File: src/design/assert_macros.svh
// ----------------------------------------------------------------------------
// assert_macros
// Assertion helpers used by the positional list table.
// ----------------------------------------------------------------------------
`ifndef ASSERT_MACROS_SVH
`define ASSERT_MACROS_SVH

// Check a condition in the same cycle as its trigger.
`define ASSERT_NOW(label, trig, cond, msg) \
    label: assert property (@(posedge clk) disable iff (!rst_n) (trig) |-> (cond)) \
        else $error(msg);

// Check a delayed consequence of a trigger.
`define ASSERT_LAT2(label, trig, cond, msg) \
    label: assert property (@(posedge clk) disable iff (!rst_n) (trig) |-> ##2 (cond)) \
        else $error(msg);

`endif

File: src/design/plt_pkg.sv
// ----------------------------------------------------------------------------
// plt_pkg
// Request, response and control word types and operation codes of the positional list.
// ----------------------------------------------------------------------------
package plt_pkg;

    localparam logic [1:0] FUNC_INSERT   = 2'd0;
    localparam logic [1:0] FUNC_REMOVE   = 2'd1;
    localparam logic [1:0] FUNC_RETRIEVE = 2'd2;

    typedef struct packed {
        logic [1:0]  func;
        logic [4:0]  position;
        logic [31:0] item_in;
    } plt_req_t;

    typedef struct packed {
        logic        ok;
        logic [31:0] item_out;
        logic [4:0]  length;
    } plt_rsp_t;

    typedef struct packed {
        logic ok;
        logic ins;
        logic rem;
        logic rd;
    } plt_ctrl_t;

endpackage

File: src/design/positional_list_table.sv
// ----------------------------------------------------------------------------
// positional_list_table
// Ordered list addressed by 1-based position: insert, remove and retrieve.
// ----------------------------------------------------------------------------
//  channel   handshake            word
//  request   start && !busy       req  (func, position, item_in)
//  response  done, one cycle      rsp  (ok, item_out, length)
//
// One request is taken every cycle; busy stays low.
// The request waits in the request register after acceptance; the decode and
// the cell read port then feed the response register.
// Reset clears the length and the strobes; cell contents are unknown until
// written. The receiver cannot stall, so the response is never held.
// ----------------------------------------------------------------------------
`include "assert_macros.svh"

module positional_list_table
    import plt_pkg::*;
#(
    parameter int CAPACITY   = 16,
    parameter int ITEM_WIDTH = 32
) (
    input  logic     clk,
    input  logic     rst_n,
    input  logic     start,
    output logic     busy,
    input  plt_req_t req,
    output logic     done,
    output plt_rsp_t rsp
);

    localparam int IDX_W = $clog2(CAPACITY);
    localparam int CNT_W = $clog2(CAPACITY + 1);

    logic                  req_vld_reg;
    plt_req_t              req_reg;
    logic [CNT_W-1:0]      count_reg;
    logic [CNT_W-1:0]      count_next;
    logic                  done_reg;
    plt_rsp_t              rsp_reg;
    plt_rsp_t              rsp_next;
    plt_ctrl_t             ctrl;
    logic [IDX_W-1:0]      idx;
    logic [ITEM_WIDTH-1:0] rd_data;
    logic [ITEM_WIDTH-1:0] word;

    assign busy = 1'b0;
    assign word = ITEM_WIDTH'(req_reg.item_in);

    plt_decode #(
        .CAPACITY (CAPACITY),
        .IDX_W    (IDX_W),
        .CNT_W    (CNT_W)
    ) u_decode (
        .vld        (req_vld_reg),
        .req        (req_reg),
        .count      (count_reg),
        .ctrl       (ctrl),
        .idx        (idx),
        .count_next (count_next)
    );

    plt_cell_array #(
        .CAPACITY   (CAPACITY),
        .ITEM_WIDTH (ITEM_WIDTH),
        .IDX_W      (IDX_W)
    ) u_cells (
        .clk     (clk),
        .ctrl    (ctrl),
        .idx     (idx),
        .word    (word),
        .rd_data (rd_data)
    );

    always_comb
    begin
        rsp_next.ok       = ctrl.ok;
        rsp_next.item_out = ctrl.rd ? 32'(rd_data) : 32'd0;
        rsp_next.length   = 5'(count_next);
    end

    always_ff @(posedge clk or negedge rst_n)
    begin
        if (!rst_n)
        begin
            req_vld_reg <= 1'b0;
            count_reg   <= '0;
            done_reg    <= 1'b0;
        end
        else
        begin
            req_vld_reg <= start && !busy;
            count_reg   <= count_next;
            done_reg    <= req_vld_reg;
        end
    end

    always_ff @(posedge clk)
    begin
        if (start && !busy)
        begin
            req_reg <= req;
        end
        if (req_vld_reg)
        begin
            rsp_reg <= rsp_next;
        end
    end

    assign done = done_reg;
    assign rsp  = rsp_reg;

    `ASSERT_LAT2(a_done_latency, start && !busy, done, "response missing two cycles after request")
    `ASSERT_NOW(a_len_bound, done, 32'(count_reg) <= CAPACITY, "list length above capacity")
    `ASSERT_NOW(a_len_only_on_done, !$stable(count_reg), done, "length changed without a response")
    `ASSERT_NOW(a_refused_zero, done && !rsp.ok, rsp.item_out == 32'd0, "refused request returned data")

endmodule

File: src/design/plt_decode.sv
// ----------------------------------------------------------------------------
// plt_decode
// Range checks on a registered request and the list length that follows it.
// ----------------------------------------------------------------------------
module plt_decode
    import plt_pkg::*;
#(
    parameter int CAPACITY = 16,
    parameter int IDX_W    = $clog2(CAPACITY),
    parameter int CNT_W    = $clog2(CAPACITY + 1)
) (
    input  logic             vld,
    input  plt_req_t         req,
    input  logic [CNT_W-1:0] count,
    output plt_ctrl_t        ctrl,
    output logic [IDX_W-1:0] idx,
    output logic [CNT_W-1:0] count_next
);

    localparam int CMP_W = ((CNT_W > 5) ? CNT_W : 5) + 1;

    logic [CMP_W-1:0] pos_e;
    logic [CMP_W-1:0] cnt_e;
    logic             pos_nz;
    logic             in_list;
    logic             in_gap;
    logic             room;

    assign pos_e   = CMP_W'(req.position);
    assign cnt_e   = CMP_W'(count);
    assign pos_nz  = (req.position != 5'd0);
    assign in_list = pos_nz && (pos_e <= cnt_e);
    assign in_gap  = pos_nz && (pos_e <= cnt_e + CMP_W'(1));
    assign room    = (cnt_e < CMP_W'(CAPACITY));
    assign idx     = IDX_W'(req.position - 5'd1);

    always_comb
    begin
        ctrl       = '0;
        count_next = count;
        if (vld)
        begin
            case (req.func)
                FUNC_INSERT:
                begin
                    ctrl.ins = in_gap && room;
                end
                FUNC_REMOVE:
                begin
                    ctrl.rem = in_list;
                end
                FUNC_RETRIEVE:
                begin
                    ctrl.rd = in_list;
                end
                default:
                begin
                    ctrl = '0;
                end
            endcase
            ctrl.ok = ctrl.ins || ctrl.rem || ctrl.rd;
            if (ctrl.ins)
            begin
                count_next = count + CNT_W'(1);
            end
            else if (ctrl.rem)
            begin
                count_next = count - CNT_W'(1);
            end
        end
    end

endmodule

File: src/design/plt_cell_array.sv
// ----------------------------------------------------------------------------
// plt_cell_array
// Row of list cells; each cell loads, shifts back, shifts forward or holds.
// ----------------------------------------------------------------------------
module plt_cell_array
    import plt_pkg::*;
#(
    parameter int CAPACITY   = 16,
    parameter int ITEM_WIDTH = 32,
    parameter int IDX_W      = $clog2(CAPACITY)
) (
    input  logic                  clk,
    input  plt_ctrl_t             ctrl,
    input  logic [IDX_W-1:0]      idx,
    input  logic [ITEM_WIDTH-1:0] word,
    output logic [ITEM_WIDTH-1:0] rd_data
);

    logic [ITEM_WIDTH-1:0] cells [CAPACITY];

    assign rd_data = cells[idx];

    for (genvar i = 0; i < CAPACITY; i++)
    begin : g_cell
        logic [ITEM_WIDTH-1:0] prev_w;
        logic [ITEM_WIDTH-1:0] succ_w;

        if (i == 0)
        begin : g_first
            assign prev_w = word;
        end
        else
        begin : g_mid_prev
            assign prev_w = cells[i-1];
        end

        // the last cell holds on a remove
        if (i == CAPACITY - 1)
        begin : g_last
            assign succ_w = cells[i];
        end
        else
        begin : g_mid_succ
            assign succ_w = cells[i+1];
        end

        always_ff @(posedge clk)
        begin
            if (ctrl.ins)
            begin
                if (IDX_W'(i) == idx)
                begin
                    cells[i] <= word;
                end
                else if (IDX_W'(i) > idx)
                begin
                    cells[i] <= prev_w;
                end
            end
            else if (ctrl.rem && (IDX_W'(i) >= idx))
            begin
                cells[i] <= succ_w;
            end
        end
    end

endmodule

File: config.mk
export PLATFORM = sky130hd
export DESIGN_NAME = positional_list_table
export DESIGN_NICKNAME = d
export VERILOG_FILES = /design/src/design/plt_pkg.sv /design/src/design/positional_list_table.sv /design/src/design/plt_decode.sv /design/src/design/plt_cell_array.sv
export VERILOG_INCLUDE_DIRS = /design/src /design/src/design
export SDC_FILE = /design/constraint.sdc
export NUM_CORES = 1
export LEC_CHECK = 0
export BUFFER_PORTS_ARGS = -buffer_cell sky130_fd_sc_hd__clkbuf_2
export CAP_MARGIN = 20
export CELL_PAD_IN_SITES_DETAIL_PLACEMENT = 1
export CELL_PAD_IN_SITES_GLOBAL_PLACEMENT = 1
export CORE_UTILIZATION = 40
export CTS_BUF_LIST = sky130_fd_sc_hd__clkbuf_2
export CTS_CLUSTER_DIAMETER = 150
export DETAILED_ROUTE_END_ITERATION = 7
export PLACE_DENSITY_LB_ADDON = 0.15
export SYNTH_ARGS = -nofsm -noshare
export SYNTH_HDL_FRONTEND = slang
export SYNTH_SLANG_ARGS = --single-unit
File: constraint.sdc
create_clock -name clk -period 6.3 [get_ports clk]
set_input_delay 1.26 -clock clk [delete_from_list [all_inputs] [get_ports clk]]
set_output_delay 1.26 -clock clk [all_outputs]
set_load 0.02 [all_outputs]
; ---- Word-level counts from Yosys, hierarchy flattened
; Memory sizes are Yosys's and may differ from the RTL's. A register that Yosys moved wholly into a read port is not among the register bits.
; Index checks and enable logic that the tools add are counted.
[totals]
regBits = 52
mem_bits_rw = 512
out_inout_bits = 40
elab_cells = 324
n_memories = 1
[memory_table]
columns = name, words, word_bits, rd, rd_ports_with_merged_regs, write_ports, line_no
row1 = u_cells.cells, 16, 32, 17, 1, 16, plt_cell_array.sv:19  ; logic [ITEM_WIDTH-1:0] cells [CAPACITY];
[classes]
add_sub_neg = 4
n_lt_le_gt_ge = 35
eq_ne = 17
muxes = 202
n_bitwise = 32
reduce_logical = 25
[ops]
columns = cell, n
row1 = 32-bit two-way mux, 32
row2 = 1-bit two-way mux, 166
row3 = "4-bit == test, first input constant", 8
row4 = "4-bit >= comparator, first input constant", 8
row5 = "4-bit > comparator, first input constant", 8
row6 = 1-bit OR, 32
row7 = 1-bit logical AND, 19
row8 = "3-bit by 4-bit == test with 1-bit output, first input constant", 4
row9 = "3-bit by 4-bit >= comparator with 1-bit output, first input constant", 4
row10 = "3-bit by 4-bit > comparator with 1-bit output, first input constant", 4
row11 = 5-bit two-way mux, 3
row12 = "2-bit by 4-bit == test with 1-bit output, first input constant", 2
row13 = "1-bit by 4-bit >= comparator with 1-bit output, first input constant", 2
row14 = "2-bit by 4-bit >= comparator with 1-bit output, first input constant", 2
row15 = "1-bit by 4-bit > comparator with 1-bit output, first input constant", 2
row16 = "2-bit by 4-bit > comparator with 1-bit output, first input constant", 2
row17 = "5-bit by 1-bit adder with 6-bit output, second input constant", 1
row18 = 5-bit by 6-bit <= comparator with 1-bit output, 1
row19 = "5-bit by 1-bit adder with 5-bit output, second input constant", 1
row20 = 5-bit <= comparator, 1
row21 = "5-bit < comparator, second input constant", 1
row22 = 5-bit nonzero test, 1
row23 = "5-bit by 1-bit subtractor with 5-bit output, second input constant", 1
row24 = "1-bit by 4-bit == test with 1-bit output, first input constant", 1
row25 = 8 further kinds, 9

; ---- Longest topological paths before layout
; Gate-level depths: netlist (run 1).
[logic_depth]
depth_word = 12
ltp_mapped = 13
ltp_nobuf = 10

; ---- Hierarchy
; Synthesis (run 1) repeated with hierarchy kept, for this count alone.
[unflattened]
hier_cells = 3119
area_unflattened_um2 = 34789.6
[by_module_without_submodules]
columns = module, instances, cells_each, area_each_um2, seq_area_each_um2
row1 = plt_cell_array, 1, 2916, 31460.2, 15374.7
row2 = positional_list_table, 1, 121, 2753.9, 2487.4
row3 = plt_decode, 1, 82, 575.6, 0.0

; ---- Worst setup path before layout (run 1)
; No wires, ideal clock.
[synth_timing]
kind = register -> register
from = register count_reg[0]
to = memory u_cells.cells[0][0] (enable)
t_arrival_ns = 4.808
t_required_ns = 5.839
slack_ns = 1.031
stages_incl_launch_ff = 13
period_less_slack_ns = 5.269
cell_sequence = dfrtp_1 > inv_1 > ha_1 > inv_1 > ha_1 > nor2b_1 > o21ai_0 > a32oi_1 > buf_2 > nor3_2 > o21ai_2 > buf_2 > nor3_1
[synth_rtl]
columns = item, line_no
row1 = start: declaration, positional_list_table.sv:37  ; logic [CNT_W-1:0] count_reg;
row2 = start signal: assignment, positional_list_table.sv:93  ; count_reg <= count_next;
row3 = end: declaration, plt_cell_array.sv:19

==> metrics.csv, run 1 <==
metric,value,unit
run status,"finished, final reports clean",
ys flop type,edfxtp_1,
sequential-to-total area share from yosys stat,54.0,%
grt total ovfl,0,
CP Max Fanout,109,
YS warnings,0,
RSZ-0062 raised after global routing,false,
layout cells sized above 1,20.2,%
WL final,116000,um
"Setup violations, final",0,
CTS buffer count,170,
Initial Utilization,40.3,%
Pwr per Cell Area,301,mW/mm2
Buffers on Ports,80,
final instance area,0.0366,mm2
CP top delay family,simple AND/OR/NAND/NOR gates,
post-route ant nets,0,
setup TNS,0,ns
sequential cell area,0.0179,mm2
DP HPWL,71700,um
kind of critical path,reg -> reg,
maxcap violations,0,
"commonest non-fill, non-tap cell in the layout",edfxtp_1,
max FFs per register,512,
Root Buffer,clkbuf_2,
overall power,11.0,mW
first-pass GRT wire length,172000,um
Mapped Nets,2818,
initial antenna violation count,4,
FP Rows,105,
DRC Markers,0,
leading area contributor after synthesis,edfxtp_1,
Min-Delay Path Class,in -> async,
area grow syn2layout,10.7,%
post-CTS sizing,0,
Post-synth EDFFs,589,
Netlist cell types,59,
# fillers,8847,
I/O pin count,82,
depth of the CTS H-tree,4,
"slowest stage delay, CP",0.83,ns
Post-synth ARST share,1.17,%
CP max stage cell,nor2_4,
GRT Util Overall,27.9,%
Syn Inst Count,2760,
Synth Area per Inst,12.0,um2
Tmin final,4.48,ns
DIE AREA,0.0838,mm2
period utilization,71.2,%
wire length per cell,28.4,um
largest net degree at the start of global routing,110,
highest clock rate,223,MHz
post-synth top area share,53.5,%
Worst-Margin Slew,1.13,ns
total number of vias,24900,
Final Max Slew Viols,0,
gpl congestion,0.843,
Final nets,2946,
Die X,290,um
vias in the first global route,26500,
Vias/cell,6.09,
most frequent cells in the layout,"edfxtp_1 (589), mux2i_1 (514), nand2_1 (394)",
Clock Pin Slew Worst Setup and Hold Paths,0.11,ns
Clock Path Buffers,3,
synthesized flop and latch total,596,
Final Skew,0.112,ns
Synth area leaders,"edfxtp_1 (53%), mux2i_1 (16%), o21ai_0 (5.8%)",
count of final hold-check violations,0,
crit start category,flop,
static leakage,12.7,nW
DP Area,0.0347,mm2
cell area after synthesis,0.0331,mm2
crit-path cells,buf_12 > nor4_1 > nor2_4 > o21ai_0 > nor2_4 > buf_4 > mux2i_1 > o21ai_0,
max_slew headroom,24.2,%
crit path DAT,5.57,ns
Worst Path Required,7.39,ns
later-pin clock latency in the skew report,1.45,ns
Detailed Routing Iterations Pass 1,5,
Critical path buffers and inverters,2,
DRT iter0 DRCs,1728,
hold slack,0.190,ns
TritonCTS Sinks,596,
Multi-input gate area,0.0144,mm2
pre-CTS setup slack,1.77,ns
setup ws final,1.82,ns
core area,0.0820,mm2
CP endpoint kind,flop,
Max VDD drop,0.234,mV
height of the die,290,um
Post-CTS Hold Fix Bufs,40,
Post-CTS Setup Inserts,0,
CTS tree,yes,
through the flow:
step | cells | util, %
6_report | 4089 | 44.7
5_1_grt | 4089 | 44.7
4_1_cts | 4080 | 44.7
3_5_place_dp | 3746 | 42.3
3_3_place_gp | 3744 | 42.3
2_1_floorplan | 2760 | -
routing by layer:
layer / global-route usage, % / part of all wire (%) / vias to the layer above
met5: 0 / 0.020 / -
met4: 9.80 / 2.7 / 4
met1: 36.3 / 42 / 12900
li1: - / - / 10900
met2: 46.8 / 49 / 866
met3: 4.73 / 5.8 / 224
layout make-up:
cell class / count / share of cell area, %
Sequential cell: 596 / 48.8
Inverter: 8 / 0.0820
Clock inverter: 56 / 0.943
Clock buffer: 238 / 3.25
Tap cell: 1070 / 3.65
Timing Repair Buffer: 205 / 4.00
Antenna cell: 9 / 0.0615
Multi-Input combinational cell: 1907 / 39.2
worst register-to-register path, cell delays in order, from the launching register on:
cell and delay, ns:
edfxtp_1 0.41, buf_12 0.64, nor4_1 0.30, nor2_4 0.83, o21ai_0 0.35, nor2_4 0.82, buf_4 0.47, mux2i_1 0.24
o21ai_0 0.10
power by group:
group	switching, mW	internal (mW)
clock	1.83	1.18
sequential	0.355	4.93
combinational	1.81	0.904
worst paths after layout:
kind                                startpoint              endpoint  slack [ns]  cells past startpoint
setup reg to reg                   req_reg[32]  u_cells.cells[9][15]        1.82                      8
max in group asynchronous                rst_n           req_vld_reg        5.91                      2
hold reg to reg            u_cells.cells[8][3]   u_cells.cells[7][3]        0.53                      2
min in group clk           u_cells.cells[8][3]   u_cells.cells[7][3]        0.53                      2
hold / removal                           rst_n                  done        0.19                      2
setup / recovery                   req_reg[32]  u_cells.cells[9][15]        1.82                      8
synth_stat cells, types with 2 or more instances:
master and number:
a21o_1 34, nor3_2 4, and3_1 3, nand2b_1 2, nand2_1 395, a21oi_1 102, o21ai_2 4, buf_4 9
buf_1 8, buf_2 75, edfxtp_1 589, dfrtp_1 7, a32o_1 2, nand4_1 5, nor4_4 6, a211oi_2 5
o21ai_1 38, a22o_1 33, mux4_2 64, buf_6 10, xnor2_1 6, nor2_1 52, mux2i_1 514, o221ai_1 64
nor4_1 3, mux2_1 5, nor2b_1 4, nor3_1 42, o22ai_1 32, ha_1 16, nand3_1 4, mux2_2 60
and4_1 2, o21ai_0 383, inv_1 8, clkbuf_1 147
cell families (layout without fill, tap and decap cells):
kind of cell / count (synthesis) / in the layout / share of synthesized area (%)
AO/OA/AOI/OAI: 705 / 705 / 12.5
buffers and inverters: 257 / 507 / 3.53
multiplexers: 643 / 643 / 22.1
AND/OR/NAND/NOR: 535 / 535 / 7.03
other: 1 / 10 / 0.0113
adder cells (fa/ha/maj): 16 / 16 / 0.605
XOR/XNOR: 7 / 7 / 0.185
flip-flops: 596 / 596 / 54.0
(Power assumes the default switching activity.)
==> run 2, diff against run 1 <==
==> constraint.sdc (replaced) <==
create_clock -name clk -period 3.7 [get_ports clk]
set_input_delay 0.74 -clock clk [delete_from_list [all_inputs] [get_ports clk]]
set_output_delay 0.74 -clock clk [all_outputs]
set_load 0.02 [all_outputs]
==> metrics.csv, run 2 (synthesis gave the netlist of run 1 again) <==
metric,value,unit
Final nets,3050,
crit-path cells,inv_1 > ha_1 > xor2_1 > buf_4 > nand2b_4 > buf_12 > o221ai_1 > a21oi_1 > nor3_1,
Critical path buffers and inverters,3,
"slowest stage delay, CP",0.56,ns
DP HPWL,76400,um
Min-Delay Path Class,in -> async,
Vias/cell,6.10,
static leakage,13.4,nW
first-pass GRT wire length,182000,um
CP Max Fanout,17,
later-pin clock latency in the skew report,1.48,ns
overall power,19.3,mW
DRC Markers,0,
Max VDD drop,0.378,mV
height of the die,290,um
FP Rows,105,
grt total ovfl,0,
wire length per cell,29.5,um
count of final hold-check violations,0,
GRT Util Overall,29.7,%
hold slack,0.271,ns
period utilization,97.6,%
Initial Utilization,40.3,%
initial antenna violation count,3,
total number of vias,25600,
kind of critical path,reg -> reg,
largest net degree at the start of global routing,78,
Tmin final,3.61,ns
Final Max Slew Viols,0,
max_slew headroom,25.9,%
Pwr per Cell Area,506,mW/mm2
post-route ant nets,0,
r2r startpoint,req_reg[32],
WL final,124000,um
DP Area,0.0356,mm2
crit start category,flop,
CP max stage cell,nor3_1,
highest clock rate,277,MHz
end of the critical path,rsp[7],
I/O pin count,82,
vias in the first global route,27100,
Buffers on Ports,80,
layout cells sized above 1,22.1,%
Clock Path Buffers,3,
"Setup violations, final",0,
Worst-Margin Slew,1.11,ns
# fillers,8730,
most frequent cells in the layout,"edfxtp_1 (589), mux2i_1 (514), nand2_1 (394)",
area grow syn2layout,15.3,%
CTS tree,yes,
gpl congestion,0.870,
CP endpoint kind,flop,
RSZ-0062 raised after global routing,false,
CP startpoint,req_reg[32],
Clock Pin Slew Worst Setup and Hold Paths,0.10,ns
setup TNS,0,ns
r2r endpoint,rsp[7],
final instance area,0.0381,mm2
Worst Path Required,4.83,ns
CTS buffer count,169,
"commonest non-fill, non-tap cell in the layout",edfxtp_1,
depth of the CTS H-tree,4,
DRT iter0 DRCs,2171,
core area,0.0820,mm2
Worst path depth,9,
Root Buffer,clkbuf_2,
depth of the worst register-to-register path,9,
max FFs per register,512,
crit path DAT,4.74,ns
Detailed Routing Iterations Pass 1,5,
run status,"finished, final reports clean",
TritonCTS Sinks,596,
CP top delay family,buffers and inverters,
DIE AREA,0.0838,mm2
maxcap violations,0,
Final Skew,0.127,ns
worst reg-to-reg setup slack,0.09,ns
Die X,290,um
-- run 2: cell count changes in the layout (fill, tap and decap cells not counted), moves of 2 or more --
cell,previous run,this run
diode_2,9,4
clkinv_1,40,30
buf_4,83,97
clkbuf_2,317,339
clkinvlp_4,3,1
dlygate4sd3_1,40,81
buf_12,2,49
clkinv_2,7,3
bufinv_16,4,1
nor3_4,5,12
ha_1,15,13
nor3_2,8,1
inv_2,0,5
-- run 2: worst min-delay path, cell delays in order --
cell and delay, ns:
dlygate4sd3_1 0.53, clkbuf_2 0.11, dlygate4sd3_1 0.80
-- run 2: per-stage QoR --
stage	utilization, %	setup slack [ns]	std cells
floorplan	-	0.0302	2760
global route	46.5	0.00954	4195
detailed placement	43.4	0.114	3786
global placement	43.4	0.243	3786
finish	46.5	0.0898	4195
CTS	46.2	0.00377	4167
-- run 2: power breakdown --
part           internal (mW)  leakage, nW  switching (mW)
sequential              8.38         5.50           0.670
combinational           1.93         6.71            3.31
clock                   1.92         1.17            3.09
-- run 2: layer usage --
metal	share of wire [%]	routed length, um	track usage [%]
met5	0	0	0
met4	4.0	4950	13.5
met3	6.0	7350	4.86
met2	48	59100	49.2
met1	42	52100	38.1
-- run 2: layout make-up --
cell class,instances,area (um2),area share [%]
Antenna cell,4,10.0,0.0262
Clock buffer,260,1300,3.41
Clock inverter,40,184,0.482
Inverter,8,30.0,0.0787
Multi-Input combinational cell,1908,14500,37.9
Sequential cell,596,17900,46.8
Tap cell,1070,1340,3.51
Timing Repair Buffer,309,2960,7.75
-- run 2: worst min-delay path by stage --
stage                                  endpoint  slack [ns]  cells after the start             startpoint
after detailed placement   u_cells.cells[14][6]        0.55                      2   u_cells.cells[15][6]
after floorplan                    count_reg[0]        0.44                      0                  rst_n
after CTS                          count_reg[1]         0.1                      3                  rst_n
final                              count_reg[1]        0.27                      3                  rst_n
after global routing               count_reg[0]        0.23                      3                  rst_n
after global placement    u_cells.cells[14][23]        0.53                      2  u_cells.cells[15][23]
-- run 2: timing repair --
item	4_1_cts	5_1_grt
endpoints found under the setup margin	4	104
hold buffers	81	0
cloned	0	2
buffers inserted	0	22
endpoints found under the hold margin	81	0
gates resized for setup	0	1
pin swaps	1	4
==> run 3, diff against run 2 <==
--- a/config.mk
+++ b/config.mk
@@ -10,6 +10,7 @@
 export CAP_MARGIN = 20
 export CELL_PAD_IN_SITES_DETAIL_PLACEMENT = 1
 export CELL_PAD_IN_SITES_GLOBAL_PLACEMENT = 1
+export CORE_MARGIN = 8
 export CORE_UTILIZATION = 40
 export CTS_BUF_LIST = sky130_fd_sc_hd__clkbuf_2
 export CTS_CLUSTER_DIAMETER = 150
==> constraint.sdc (replaced) <==
create_clock -name clk -period 3.7 [get_ports clk]
set_input_delay 0.74 -clock clk [delete_from_list [all_inputs] [get_ports clk]]
set_output_delay 0.74 -clock clk [all_outputs]
set_load 0.005 [all_outputs]
==> metrics.csv, run 3 (synthesis gave the netlist of run 1 again) <==
metric,value,unit
Vias/cell,6.11,
max FFs per register,512,
later-pin clock latency in the skew report,1.46,ns
layout cells sized above 1,21.3,%
Root Buffer,clkbuf_2,
Min-Delay Path Class,in -> async,
Detailed Routing Iterations Pass 1,5,
"Setup violations, final",0,
DIE AREA,0.0921,mm2
TritonCTS Sinks,596,
Final Skew,0.135,ns
crit start category,flop,
most frequent cells in the layout,"edfxtp_1 (589), mux2i_1 (514), nand2_1 (394)",
Worst Path Required,4.79,ns
DRT iter0 DRCs,2122,
maxcap violations,0,
gpl congestion,0.842,
RSZ-0062 raised after global routing,false,
total number of vias,25600,
depth of the CTS H-tree,4,
setup TNS,0,ns
Die X,304,um
kind of critical path,reg -> reg,
GRT Util Overall,26.5,%
# fillers,8684,
height of the die,304,um
Final nets,3039,
Final Max Slew Viols,0,
CP Max Fanout,36,
Clock Pin Slew Worst Setup and Hold Paths,0.09,ns
DRC Markers,0,
period utilization,95.8,%
Buffers on Ports,80,
CTS tree,yes,
worst reg-to-reg setup slack,0.16,ns
Clock Path Buffers,3,
area grow syn2layout,15.4,%
vias in the first global route,27400,
FP Rows,105,
WL final,123000,um
CTS buffer count,171,
crit path DAT,4.63,ns
initial antenna violation count,1,
static leakage,13.3,nW
post-route ant nets,0,
Tmin final,3.54,ns
hold slack,0.296,ns
Pwr per Cell Area,505,mW/mm2
count of final hold-check violations,0,
Multi-input gate area,0.0144,mm2
Initial Utilization,40.3,%
first-pass GRT wire length,181000,um
I/O pin count,82,
"commonest non-fill, non-tap cell in the layout",edfxtp_1,
wire length per cell,29.4,um
run status,"finished, final reports clean",
DP HPWL,73800,um
largest net degree at the start of global routing,114,
sequential cell area,0.0179,mm2
max_slew headroom,31.9,%
Max VDD drop,0.312,mV
highest clock rate,282,MHz
CP endpoint kind,flop,
core area,0.0820,mm2
Worst-Margin Slew,1.02,ns
grt total ovfl,0,
run 3: cell count changes in the layout (fill, tap and decap cells not counted), sizes merged:
cell,previous run,this run
bufinv,1,4
a21oi,103,102
clkbuf,340,317
clkinv,33,49
buf,148,137
diode,4,3
clkinvlp,1,2
run 3: layout make-up:
type / count / area share, %
diodes: 3 / 0.0197
clock buffers: 238 / 3.12
clock inverters: 60 / 0.918
inverters: 8 / 0.0787
multi-input cells: 1907 / 37.8
flip-flops and latches: 596 / 46.8
well taps: 1070 / 3.51
repair buffers: 297 / 7.71
run 3: worst paths after layout:
check                                 startpoint               endpoint  depth (start not counted)
max in group asynchronous                  rst_n            req_vld_reg                          3
max reg2reg                          req_reg[32]    u_cells.cells[1][2]                          9
max                                  req_reg[32]    u_cells.cells[1][2]                          9
min reg2reg                u_cells.cells[15][26]  u_cells.cells[14][26]                          2
min                                        rst_n           count_reg[1]                          3
min in group clk           u_cells.cells[15][26]  u_cells.cells[14][26]                          2
run 3: what timing repair did:
action | CTS | global route
pin swaps | 3 | 3
gates resized for setup | 1 | 1
endpoints found under the hold margin | 86 | 0
hold buffers | 81 | 0
endpoints found under the setup margin | 7 | 108
buffers inserted | 1 | 9
run 3: critical path, stage by stage, from the launching register on:
cell      delay, ns
edfxtp_1       0.45
inv_1          0.11
buf_4          0.19
ha_1           0.32
xnor2_2        0.44
buf_4          0.35
nand2_1        0.32
nor4_4         0.27
buf_4          0.51
o21ai_0        0.19
run 3: per-layer routing:
layer | routed length [um] | part of all wire, % | vias up | GRT usage, %
met5 | 0 | 0 | - | 0
met4 | 5550 | 4.5 | 0 | 13.1
met3 | 7240 | 5.9 | 306 | 4.75
met2 | 59100 | 48 | 975 | 44.0
met1 | 51100 | 42 | 13200 | 33.3
li1 | - | - | 11100 | -
run 3: through the flow:
| step | cells | setup slack, ns | util [%] | cell area, um2 | power, mW |
|---|---|---|---|---|---|
| CTS | 4167 | 0.000653 | 46.5 | 38100 | 19.4 |
| finish | 4179 | 0.155 | 46.6 | 38200 | 19.3 |
| global route | 4177 | 0.00158 | 46.6 | 38200 | 20.1 |
| detailed placement | 3787 | 0.115 | 43.6 | 35700 | 14.1 |
| global placement | 3786 | 0.173 | 43.5 | 35700 | 13.9 |
| floorplan | 2760 | 0.0302 | - | 33300 | 11.9 |
run 3: power breakdown:
group,total [mW],internal (mW),switching (mW)
combinational,5.11,1.89,3.22
clock,5.14,2.02,3.12
sequential,9.01,8.38,0.630
total,19.3,12.3,6.97
